## config.mk

```make
export PLATFORM = sky130hd
export DESIGN_NAME = heading_pid_differential_drive
export DESIGN_NICKNAME = d
export VERILOG_FILES = /design/src/sv/hpid_pkg.sv /design/src/sv/heading_pid_differential_drive.sv /design/src/sv/hpid_calc.sv
export SDC_FILE = /design/constraint.sdc
export NUM_CORES = 2
export LEC_CHECK = 0
export ABC_AREA = 1
export BUFFER_PORTS_ARGS = -buffer_cell sky130_fd_sc_hd__buf_2
export CAP_MARGIN = 10
export CORE_ASPECT_RATIO = 0.7
export CORE_MARGIN = 1.5
export CORE_UTILIZATION = 56
export CTS_BUF_LIST = sky130_fd_sc_hd__clkbuf_16
export CTS_CLUSTER_SIZE = 24
export DETAILED_ROUTE_END_ITERATION = 8
export GPL_TIMING_DRIVEN = 1
export PLACE_DENSITY_LB_ADDON = 0.15
export SLEW_MARGIN = 20
export SYNTH_ARGS = -nofsm -noshare
export SYNTH_HDL_FRONTEND = slang
export SYNTH_SLANG_ARGS = --single-unit
```

## constraint.sdc

```tcl
create_clock -name clk -period 17.6 [get_ports clk]
set_clock_uncertainty 0.2 [all_clocks]
set_input_delay 0.88 -clock clk [delete_from_list [all_inputs] [get_ports clk]]
set_output_delay 0.88 -clock clk [all_outputs]
set_load 0.01 [all_outputs]
```

## src/sv/hpid_pkg.sv

```systemverilog
// package: item, result, state and gain types plus controller constants
`timescale 1ns / 1ps

package hpid_pkg;

  localparam int HEADING_W = 14;
  localparam int SPEED_W   = 16;
  localparam int SUM_W     = 12;
  localparam int GAIN_W    = 16;
  localparam int REG_IDX_W = 2;

  // headings in 1/16 degree
  localparam logic signed [15:0] HALF_TURN = 16'sd2880;
  localparam logic signed [15:0] FULL_TURN = 16'sd5760;
  localparam logic signed [15:0] ERR_MAX   = 16'sd8191;
  localparam logic signed [15:0] ERR_MIN   = -16'sd8192;
  localparam logic signed [14:0] SUM_LIMIT = 15'sd1600;

  localparam logic signed [26:0] WHEEL_MAX = 27'sd32767;
  localparam logic signed [26:0] WHEEL_MIN = -27'sd32768;

  // configuration register indexes
  localparam logic [REG_IDX_W-1:0] REG_GAIN_P = 2'd0;
  localparam logic [REG_IDX_W-1:0] REG_GAIN_I = 2'd1;
  localparam logic [REG_IDX_W-1:0] REG_GAIN_D = 2'd2;

  typedef struct packed {
    logic                        navigating;
    logic signed [HEADING_W-1:0] target_heading;
    logic signed [HEADING_W-1:0] measured_heading;
    logic signed [SPEED_W-1:0]   base_speed;
  } item_t;

  typedef struct packed {
    logic signed [SPEED_W-1:0] left_speed;
    logic signed [SPEED_W-1:0] right_speed;
    logic                      saturated;
  } result_t;

  typedef struct packed {
    logic signed [SUM_W-1:0]     error_sum;
    logic signed [HEADING_W-1:0] last_error;
  } pid_state_t;

  typedef struct packed {
    logic [GAIN_W-1:0] kp;
    logic [GAIN_W-1:0] ki;
    logic [GAIN_W-1:0] kd;
  } gains_t;

endpackage

```

## src/sv/heading_pid_differential_drive.sv

```systemverilog
// top level: heading pid for a differential drive base, stream in and out
`timescale 1ns / 1ps
//
// heading pid controller, one control tick per input word
// s_* channel: one word per tick; s_tuser carries the navigating flag,
//   s_tdata carries target heading, measured heading and base speed
// m_* channel: one result word per input word, in order; left and right wheel
//   setpoints in m_tdata, clip flag in m_tuser
// cfg_* channel: gain writes, index 0 = proportional, 1 = integral,
//   2 = derivative (unsigned q8.8); other indexes are ignored; always ready
// path: the accepting edge loads the input register, and the result register
//   loads from it when it advances; the pid update and state write happen in
//   the single combinational pass between
// throughput: one word per cycle while the result side is not stalled; the integral
//   and last error update with the result register, so back to back ticks see each other's state
// stall: when m_tready is low the result register holds and one more word
//   can wait in the input register; s_tready drops only when both are full
// reset: rst clears gains, integral, last error and both valid flags
//
module heading_pid_differential_drive (
  input  logic        clk,
  input  logic        rst,
  // input word
  input  logic        s_tvalid,
  output logic        s_tready,
  input  logic [47:0] s_tdata,   // target_heading[13:0], measured_heading[27:14],
                                 // base_speed[43:28], zero pad[47:44]
  input  logic        s_tuser,   // navigating
  // result word
  output logic        m_tvalid,
  input  logic        m_tready,
  output logic [31:0] m_tdata,   // left_speed[15:0], right_speed[31:16]
  output logic        m_tuser,   // saturated
  // gain writes
  input  logic        cfg_valid,
  output logic        cfg_ready,
  input  logic [hpid_pkg::REG_IDX_W-1:0] cfg_addr,
  input  logic [hpid_pkg::GAIN_W-1:0]    cfg_data
);
  import hpid_pkg::*;

  gains_t     gains;
  pid_state_t st;
  pid_state_t st_next;
  item_t      in_item;
  logic       in_valid;
  result_t    out_res;
  result_t    res_next;
  logic       out_valid;
  logic       advance;

  assign cfg_ready = 1'b1;

  // gain registers
  always_ff @(posedge clk) begin
    if (rst) begin
      gains <= '0;
    end else if (cfg_valid) begin
      unique case (cfg_addr)
        REG_GAIN_P: gains.kp <= cfg_data;
        REG_GAIN_I: gains.ki <= cfg_data;
        REG_GAIN_D: gains.kd <= cfg_data;
        default: ;
      endcase
    end
  end

  // result register moves when empty or being taken
  assign advance  = !out_valid || m_tready;
  assign s_tready = !in_valid || advance;

  // input register
  always_ff @(posedge clk) begin
    if (rst) begin
      in_valid <= 1'b0;
    end else if (s_tready) begin
      in_valid <= s_tvalid;
    end
  end

  always_ff @(posedge clk) begin
    if (s_tready && s_tvalid) begin
      in_item.navigating       <= s_tuser;
      in_item.target_heading   <= s_tdata[13:0];
      in_item.measured_heading <= s_tdata[27:14];
      in_item.base_speed       <= s_tdata[43:28];
    end
  end

  hpid_calc u_calc (
    .item    (in_item),
    .gains   (gains),
    .st      (st),
    .res     (res_next),
    .st_next (st_next)
  );

  // controller state and result register, both step as the word passes
  always_ff @(posedge clk) begin
    if (rst) begin
      st        <= '0;
      out_valid <= 1'b0;
    end else if (advance) begin
      out_valid <= in_valid;
      if (in_valid) begin
        st <= st_next;
      end
    end
  end

  always_ff @(posedge clk) begin
    if (advance && in_valid) begin
      out_res <= res_next;
    end
  end

  assign m_tvalid = out_valid;
  assign m_tdata  = {out_res.right_speed, out_res.left_speed};
  assign m_tuser  = out_res.saturated;

  // integral never leaves its clamp window
  a_sum_window: assert property (@(posedge clk) disable iff (rst)
    (st.error_sum <= $signed(SUM_LIMIT[11:0])) && (st.error_sum >= 12'(-SUM_LIMIT)))
    else $error("integral outside clamp window");

  // a word taken while not navigating gives a zero result and clears state
  a_idle_zero: assert property (@(posedge clk) disable iff (rst)
    (advance && in_valid && !in_item.navigating)
    |=> (m_tdata == 32'd0) && !m_tuser && (st == '0))
    else $error("non-navigating word gave nonzero result or kept state");

  // unclipped wheels are symmetric about the base speed
  a_symmetric: assert property (@(posedge clk) disable iff (rst)
    (advance && in_valid && in_item.navigating)
    |=> m_tuser
        || ((17'($signed(m_tdata[15:0])) + 17'($signed(m_tdata[31:16])))
            == {$past(in_item.base_speed), 1'b0}))
    else $error("wheel outputs not symmetric about base speed");

  // with the result register empty the block always takes a word
  a_ready_empty: assert property (@(posedge clk) disable iff (rst)
    !m_tvalid |-> s_tready)
    else $error("input stalled with empty result register");

endmodule

```

## src/sv/hpid_calc.sv

```systemverilog
// combinational pid update: error wrap, integral clamp, correction and wheel saturation
`timescale 1ns / 1ps

module hpid_calc (
  input  hpid_pkg::item_t      item,
  input  hpid_pkg::gains_t     gains,
  input  hpid_pkg::pid_state_t st,
  output hpid_pkg::result_t    res,
  output hpid_pkg::pid_state_t st_next
);
  import hpid_pkg::*;

  logic signed [15:0] diff;
  logic signed [15:0] wrapped;
  logic signed [15:0] err_c;
  logic signed [13:0] err;
  logic signed [14:0] sum_raw;
  logic signed [11:0] sum_new;
  logic signed [14:0] deriv;
  logic signed [30:0] prod_p;
  logic signed [28:0] prod_i;
  logic signed [31:0] prod_d;
  logic signed [33:0] acc;
  logic signed [25:0] corr;
  logic signed [26:0] left_raw;
  logic signed [26:0] right_raw;
  logic               clip_l;
  logic               clip_r;
  logic signed [15:0] left_sat;
  logic signed [15:0] right_sat;

  always_comb begin
    diff = {{2{item.target_heading[13]}}, item.target_heading}
         - {{2{item.measured_heading[13]}}, item.measured_heading};
    // single wrap into +-180 degrees, boundary kept
    if (diff > HALF_TURN) begin
      wrapped = diff - FULL_TURN;
    end else if (diff < -HALF_TURN) begin
      wrapped = diff + FULL_TURN;
    end else begin
      wrapped = diff;
    end
    if (wrapped > ERR_MAX) begin
      err_c = ERR_MAX;
    end else if (wrapped < ERR_MIN) begin
      err_c = ERR_MIN;
    end else begin
      err_c = wrapped;
    end
    err = err_c[13:0];

    sum_raw = {{3{st.error_sum[11]}}, st.error_sum} + {err[13], err};
    if (sum_raw > SUM_LIMIT) begin
      sum_new = SUM_LIMIT[11:0];
    end else if (sum_raw < -SUM_LIMIT) begin
      sum_new = 12'(-SUM_LIMIT);
    end else begin
      sum_new = sum_raw[11:0];
    end

    deriv = {err[13], err} - {st.last_error[13], st.last_error};

    prod_p = 31'($signed({1'b0, gains.kp})) * 31'(err);
    prod_i = 29'($signed({1'b0, gains.ki})) * 29'(sum_new);
    prod_d = 32'($signed({1'b0, gains.kd})) * 32'(deriv);
    acc = {{3{prod_p[30]}}, prod_p} + {{5{prod_i[28]}}, prod_i}
        + {{2{prod_d[31]}}, prod_d};
    // arithmetic shift gives floor division by 256
    corr = acc[33:8];

    left_raw  = {{11{item.base_speed[15]}}, item.base_speed} - {corr[25], corr};
    right_raw = {{11{item.base_speed[15]}}, item.base_speed} + {corr[25], corr};

    clip_l = (left_raw > WHEEL_MAX) || (left_raw < WHEEL_MIN);
    clip_r = (right_raw > WHEEL_MAX) || (right_raw < WHEEL_MIN);
    if (left_raw > WHEEL_MAX) begin
      left_sat = WHEEL_MAX[15:0];
    end else if (left_raw < WHEEL_MIN) begin
      left_sat = WHEEL_MIN[15:0];
    end else begin
      left_sat = left_raw[15:0];
    end
    if (right_raw > WHEEL_MAX) begin
      right_sat = WHEEL_MAX[15:0];
    end else if (right_raw < WHEEL_MIN) begin
      right_sat = WHEEL_MIN[15:0];
    end else begin
      right_sat = right_raw[15:0];
    end

    if (item.navigating) begin
      res.left_speed     = left_sat;
      res.right_speed    = right_sat;
      res.saturated      = clip_l | clip_r;
      st_next.error_sum  = sum_new;
      st_next.last_error = err;
    end else begin
      res.left_speed     = '0;
      res.right_speed    = '0;
      res.saturated      = 1'b0;
      st_next.error_sum  = '0;
      st_next.last_error = '0;
    end
  end

endmodule

```

; ---- Yosys cells after proc, flatten, opt, wreduce, memory -nomap -nowiden
; Index checks and enable logic that the tools add are counted.
[op_classes]
n_mul = 3
n_lt_le_gt_ge = 10
shifts = 0
bitwise = 2
n_reduce_logical = 15
n_eq_ne = 2
div_mod_pow = 0
muxes = 11
n_addsub = 9
[ops]
columns = cell, count
row1 = $mux W16, 4
row2 = $gt A27 B16 Y1 const B, 2
row3 = $lt A27 B16 Y1 const B, 2
row4 = $add A32 B32 Y33, 1
row5 = $add A31 B29 Y32, 1
row6 = $mul A17 B15 Y32, 1
row7 = $mul A17 B14 Y31, 1
row8 = $mux W15, 2
row9 = $sub A14 B14 Y15, 2
row10 = $mul A17 B12 Y29, 1
row11 = $mux W14, 2
row12 = $add A16 B26 Y27, 1
row13 = $sub A16 B26 Y27, 1
row14 = $mux W26, 1
row15 = $mux W12, 2
row16 = $add A16 B14 Y16 const B, 1
row17 = $gt A16 B13 Y1 const B, 1
row18 = $gt A16 B14 Y1 const B, 1
row19 = $lt A16 B13 Y1 const B, 1
row20 = $lt A16 B14 Y1 const B, 1
row21 = $sub A16 B14 Y16 const B, 1
row22 = $add A12 B14 Y15, 1
row23 = $gt A15 B12 Y1 const B, 1
row24 = $lt A15 B12 Y1 const B, 1
row25 = other kinds (10), 19
[totals]
word_cells = 68
inputBits = 72
latchBits = 0
n_memories = 0
mem_bits_ro = 0
ram_bits = 0
regBits = 154

; ---- Longest topological paths before layout
[depth]
word_depth = 18
depth_mapped = 94

; ---- Hierarchy
; A second synthesis with hierarchy kept.
[unflattened]
hier_cells = 4265
area_unflattened_um2 = 33592.2
[modules_own_cells]
columns = module, n_inst, area_each_um2, cells_per_inst
row1 = hpid_calc, 1, 27973.1, 3691
row2 = heading_pid_differential_drive, 1, 5619.1, 574

; ---- Worst setup path before layout
; No wires, ideal clock.
[synth_path]
kind = register to register
from = register in_item[30] in the netlist's numbering
to = register out_res, in the netlist m_tdata[20], data pin
t_arrival_ps = 13039
stages_incl_launch_ff = 82
setup_time_ps = 263
setup_slack_ps = 4098
cell_sequence = edfxtp_1 > inv_1 > ha_1 > inv_2 > fa_1 > nand3_1 > nand2_1 > nand2_1 > nand2_1 > nand2_1 > nand2_2 > inv_1 > ha_1 > nand3b_1 > nand2_1 > nand2_1 > nand4_2 > nand3_2 > [... 46 more ...] > nand2_1 > nand2_1 > inv_2 > ha_1 > clkbuf_1 > nand2_1 > nor4_1 > nand3_1 > nand3_1 > or3_1 > nand2_1 > nor4_1 > nand4_1 > nand2_1 > inv_1 > nand2_1 > buf_2 > o21ai_0
[synth_via]
elab_chain_len = 18
word_cells_on_any_way = 27
[synth_rtl]
columns = item, line_no
row1 = from (decl), heading_pid_differential_drive.sv:45  ; item_t in_item;
row2 = $sub A14 B14 Y15 (*), hpid_calc.sv:34  ; - {{2{item.measured_heading[13]}}, item.measured_heading};
row3 = $add A16 B14 Y16 or $lt A16 B13 Y1 (tied branches), "hpid_calc.sv:39, hpid_calc.sv:38"
row4 = $mux W16, hpid_calc.sv:38  ; end else if (diff < -HALF_TURN) begin
row5 = $mux W16 (*), hpid_calc.sv:36  ; if (diff > HALF_TURN) begin
row6 = $lt A16 B14 Y1, hpid_calc.sv:45  ; end else if (wrapped < ERR_MIN) begin
row7 = $mux W14, hpid_calc.sv:45
row8 = $mux W14 (*), hpid_calc.sv:43  ; if (wrapped > ERR_MAX) begin
row9 = $add A12 B14 Y15, hpid_calc.sv:52  ; sum_raw = {{3{st.error_sum[11]}}, st.error_sum} + {err[13], err};
row10 = [... 2 more ...], -
row11 = $mux W12, hpid_calc.sv:53  ; if (sum_raw > SUM_LIMIT) begin
row12 = $mul A17 B12 Y29, hpid_calc.sv:64  ; prod_i = 29'($signed({1'b0, gains.ki})) * 29'(sum_new);
row13 = $add A31 B29 Y32, hpid_calc.sv:66  ; acc = {{3{prod_p[30]}}, prod_p} + {{5{prod_i[28]}}, prod_i}
row14 = $add A32 B32 Y33 (*), hpid_calc.sv:67  ; + {{2{prod_d[31]}}, prod_d};
row15 = $add A16 B26 Y27 (*), hpid_calc.sv:72  ; right_raw = {{11{item.base_speed[15]}}, item.base_speed} + {corr[25], corr};
row16 = $lt A27 B16 Y1, hpid_calc.sv:85  ; end else if (right_raw < WHEEL_MIN) begin
row17 = $mux W16, hpid_calc.sv:85
row18 = $mux W15 (*), hpid_calc.sv:83  ; if (right_raw > WHEEL_MAX) begin
row19 = to (signal assigned), heading_pid_differential_drive.sv:113  ; out_res <= res_next;
row20 = to (decl), heading_pid_differential_drive.sv:47  ; result_t out_res;
; Mark *: on every way between the ends. The rest lies on a longest branch, timed or not.
; A chain may end at the register's enable or synchronous reset.

; ---- Final worst setup path
[layout_path]
from = register in_item[30] in the netlist's numbering
to = register out_res, in the netlist m_tdata[24], data pin
; Same word-level chain as after synthesis.

==> metrics.sh <==
NUM_ROWS=74
HOLD_VIOL_FINAL=0
DRT_ITER0_MARKERS=2482
MAX_CLOCK_FREQ_MHz=60.4
AREA_GROWTH_PCT=5.55
GRT_SETUP_UNREPAIRED='no'
SYNTH_TOP_FLOP_CELL='sky130_fd_sc_hd__edfxtp_1'
PLACEMENT.IO_BUFFERS=102
YS_SEQ_AREA_SHARE_PCT=11.7
DRT_WL_TOTAL_MM=94.8
DIE_X_MICRONS=294
CTS_HTREE_LEVELS=4
CRIT_SLOWEST_CELL='sky130_fd_sc_hd__fa_1'
CRIT_PATH_MAX_FANOUT=14
TIMING.SETUP.TNS_PS=0
TIMING_WORST_SETUP_PATH_TYPE='flip-flop to flip-flop'
CLOCK-SINKS=154
PATH_CLASS_OF_THE_LOWEST_SLACK_MIN_DELAY_PATH='flip-flop to flip-flop'
IO_PINS=108
CLOCKROOTBUFFER='sky130_fd_sc_hd__clkbuf_16'
SETUP_VIOL_COUNT_FINAL=0
OUTCOME='finished, final reports clean'
WIRE_PER_INST_MICRONS=19.5
SYNTH-SEQ-CELLS=154
DIE-HEIGHT_MICRONS=206
DRIVE_GT1_SHARE_PCT=7.61
CTS.REPAIR_TIMING.SETUP_BUFFER_COUNT=0
RELSLEWSLACK_PCT=28.6
CAP_VIOLATIONS=0
SYNTH_NETS=5054
SYNTHESIS.AREA_SQ_UM=33100
FINAL_STAGE_NET_COUNT=5092
WHS_PATH_DEPTH=2
POST_SYNTH_NUM_CELL_TYPES=66
CTS_HOLD_REPAIR_BUFFERS=0
SYNTH_EDF_COUNT=78
WORST-R2R-CELL-COUNT=74
CRITPATHCAPTURETYPE='flip-flop'
NFILLCELLS=5329
CLOCK_INSERTION_DELAY_WORST_SKEW_PS=520
CRITPATHREQUIREDTIME_PS=17630
CTS-ROOT-TO-SINK-BUFFERS=2
CTS_BUFFER_COUNT=17
VIAS_IN_THE_FIRST_GLOBAL_ROUTE=25507
WIRE_LENGTH_OF_THE_FIRST_GLOBAL_ROUTING_PASS_MM=148
TIMING.FINAL.MAX_SLEW_VIOLATIONS=0
SYN_INST=4061
PERIOD_SHARE_PCT=94.1
DETAILEDROUTE.FIRSTPASSITERATIONCOUNT=6
WORSTMARGINPINSLEW_PS=1070
GP_CONGESTION=1.00
START_UTIL_PCT=56.7
CLKSLEWWORSTSETUPHOLDPATHS_PS=80
ROUTED_VIA_DENSITY=5.37
GRT_OVERFLOW=0
POST_SYNTH.CELL_AREA_AVG_SQ_UM=8.15
DETAIL_ROUTE.DRC_VIOLATIONS=0
ASYNC_FLOP_SHARE_PCT=0
DETAILEDPLACEMENTHPWL_MM=81.9
GLOBALROUTETOTALUTIL_PCT=32.8
CORE_AREA_SQ_UM=58300
CRIT_PATH_START_KIND='flip-flop'
CTS_TREE='yes'
GRT_MAX_DEGREE=77
ROUTE.ANTENNA.REMAINING_NETS=0
FINAL_PERIOD_MINUS_WORST_SETUP_SLACK_PS=16560
CRITICAL_PATH_ARRIVAL_PS=16600
DIE_AREA_SQ_UM=60600
ROUTE.VIAS.TOTAL=26184
SYNTHESIS.YOSYS.WARNINGS=0
WORST_PATH_MOST_REPEATED_CELL='sky130_fd_sc_hd__nand2_1'
TIMING.CRITICAL_PATH.SLOWEST_CELL_DELAY_PS=560
ANTENNA_FOUND_INITIAL=2
-- cell usage in the layout (no fill, tap or decap), types with 6 or more instances in the layout --
master	n
sky130_fd_sc_hd__nor2_1	415
sky130_fd_sc_hd__o221ai_1	6
sky130_fd_sc_hd__buf_2	102
sky130_fd_sc_hd__o21ai_2	13
sky130_fd_sc_hd__o21ai_1	16
sky130_fd_sc_hd__inv_1	981
sky130_fd_sc_hd__nand4_1	14
sky130_fd_sc_hd__clkinv_1	11
sky130_fd_sc_hd__buf_4	43
sky130_fd_sc_hd__clkbuf_16	17
sky130_fd_sc_hd__nand3b_1	7
sky130_fd_sc_hd__inv_8	6
sky130_fd_sc_hd__inv_2	22
sky130_fd_sc_hd__xor2_1	68
sky130_fd_sc_hd__edfxtp_1	78
sky130_fd_sc_hd__a21oi_2	6
sky130_fd_sc_hd__a21oi_1	149
sky130_fd_sc_hd__nor3_1	22
sky130_fd_sc_hd__ha_1	309
sky130_fd_sc_hd__or2_2	14
sky130_fd_sc_hd__a31oi_1	14
sky130_fd_sc_hd__fa_1	612
sky130_fd_sc_hd__a211oi_1	50
sky130_fd_sc_hd__dfxtp_1	76
sky130_fd_sc_hd__nand3_1	73
sky130_fd_sc_hd__o21ai_0	53
sky130_fd_sc_hd__nand2_2	44
sky130_fd_sc_hd__nand2_4	8
sky130_fd_sc_hd__nand2_1	780
sky130_fd_sc_hd__nor4_1	8
sky130_fd_sc_hd__xnor2_1	11
sky130_fd_sc_hd__o21bai_1	6
sky130_fd_sc_hd__o21a_1	12
-- layer usage --
metal	track usage, %	wire (microns)	vias up
met1	49.6	43700	12761
met5	0	13	-
li1	-	-	12190
met4	7.35	1800	2
met3	10.5	11400	99
met2	45.4	37900	1132
-- critical path, delay by kind of cell (launching register included) --
kind | cells | cell delay, ps
xor+xnor | 1 | 250
buf+inv | 11 | 1280
flops | 1 | 350
compound gates | 8 | 1070
simple gates | 39 | 6650
fa+ha+maj | 15 | 6420
-- per-stage QoR --
| stage | cell area [sq um] | util (%) | worst slack [ps] | hold WS (ps) | std cells |
|---|---|---|---|---|---|
| floorplan | 33100 | - | 4100 | 245 | 4061 |
| global placement | 34300 | 58.8 | 1370 | 254 | 4840 |
| detailed placement | 34300 | 58.8 | 1290 | 257 | 4840 |
| CTS | 34900 | 59.8 | 1180 | 269 | 4872 |
| global route | 34900 | 59.9 | 89.6 | 282 | 4872 |
| finish | 34900 | 59.9 | 1040 | 269 | 4874 |
-- synth_stat cells (all sizes together), types with 11 or more instances --
cell,count,area (sq um)
inv,1005,3770
nand2,832,3290
fa,612,12300
nor2,421,1600
ha,309,3870
a21oi,156,815
o21ai,83,475
clkbuf,78,294
edfxtp,78,2340
nand3,77,405
dfxtp,76,1520
xor2,72,661
a211oi,50,375
buf,48,255
nor3,23,120
or2,19,119
nand4,15,100
a31oi,14,87.6
o21a,12,90.1
xnor2,12,113
clkinv,11,41.3
-- kinds of logic (layout without fill, tap and decap cells) --
kind of cell | Yosys count | count (layout) | share of synthesized area (%)
compound gates | 354 | 354 | 6.66
xor+xnor | 84 | 84 | 2.34
fa+ha+maj | 921 | 921 | 48.7
buf+inv | 1142 | 1193 | 13.2
flops | 154 | 154 | 11.7
other cells | 1 | 3 | 0.0113
simple gates | 1405 | 1405 | 17.4
-- final timing paths --
check	start	endpoint	slack, ps
worst max register to register	in_item[30]	m_tdata[24]	1040
worst min-delay path	st[13]	st[13]	270
worst min register to register	st[13]	st[13]	270
worst max-delay path	in_item[30]	m_tdata[24]	1040
-- layout make-up --
type | count | area, sq um | share of cell area (%)
multi-input combinational | 2765 | 24900 | 71.2
sequential | 154 | 3860 | 11.1
tap | 760 | 951 | 2.72
clock buffer | 17 | 425 | 1.22
antenna | 2 | 5.00 | 0.0143
timing repair buffer | 145 | 833 | 2.39
inverter | 1016 | 3820 | 10.9
clock inverter | 15 | 160 | 0.459
-- repair_timing --
action / in CTS / in global routing
endpoints found under the setup margin: 0 / 14
endpoints found under the hold margin: 0 / 0
gates resized for setup: 0 / 4
-- state kept, by name (all words and copies together), names as in the netlist --
name and cells:
in_valid 1, in_item 45, gains 48, st 26
m_tvalid 1, m_tdata 32, m_tuser 1
Power is left out: the tool's default activity adds up to more than one toggle a clock period on the data nets, which glitch-free logic cannot reach.
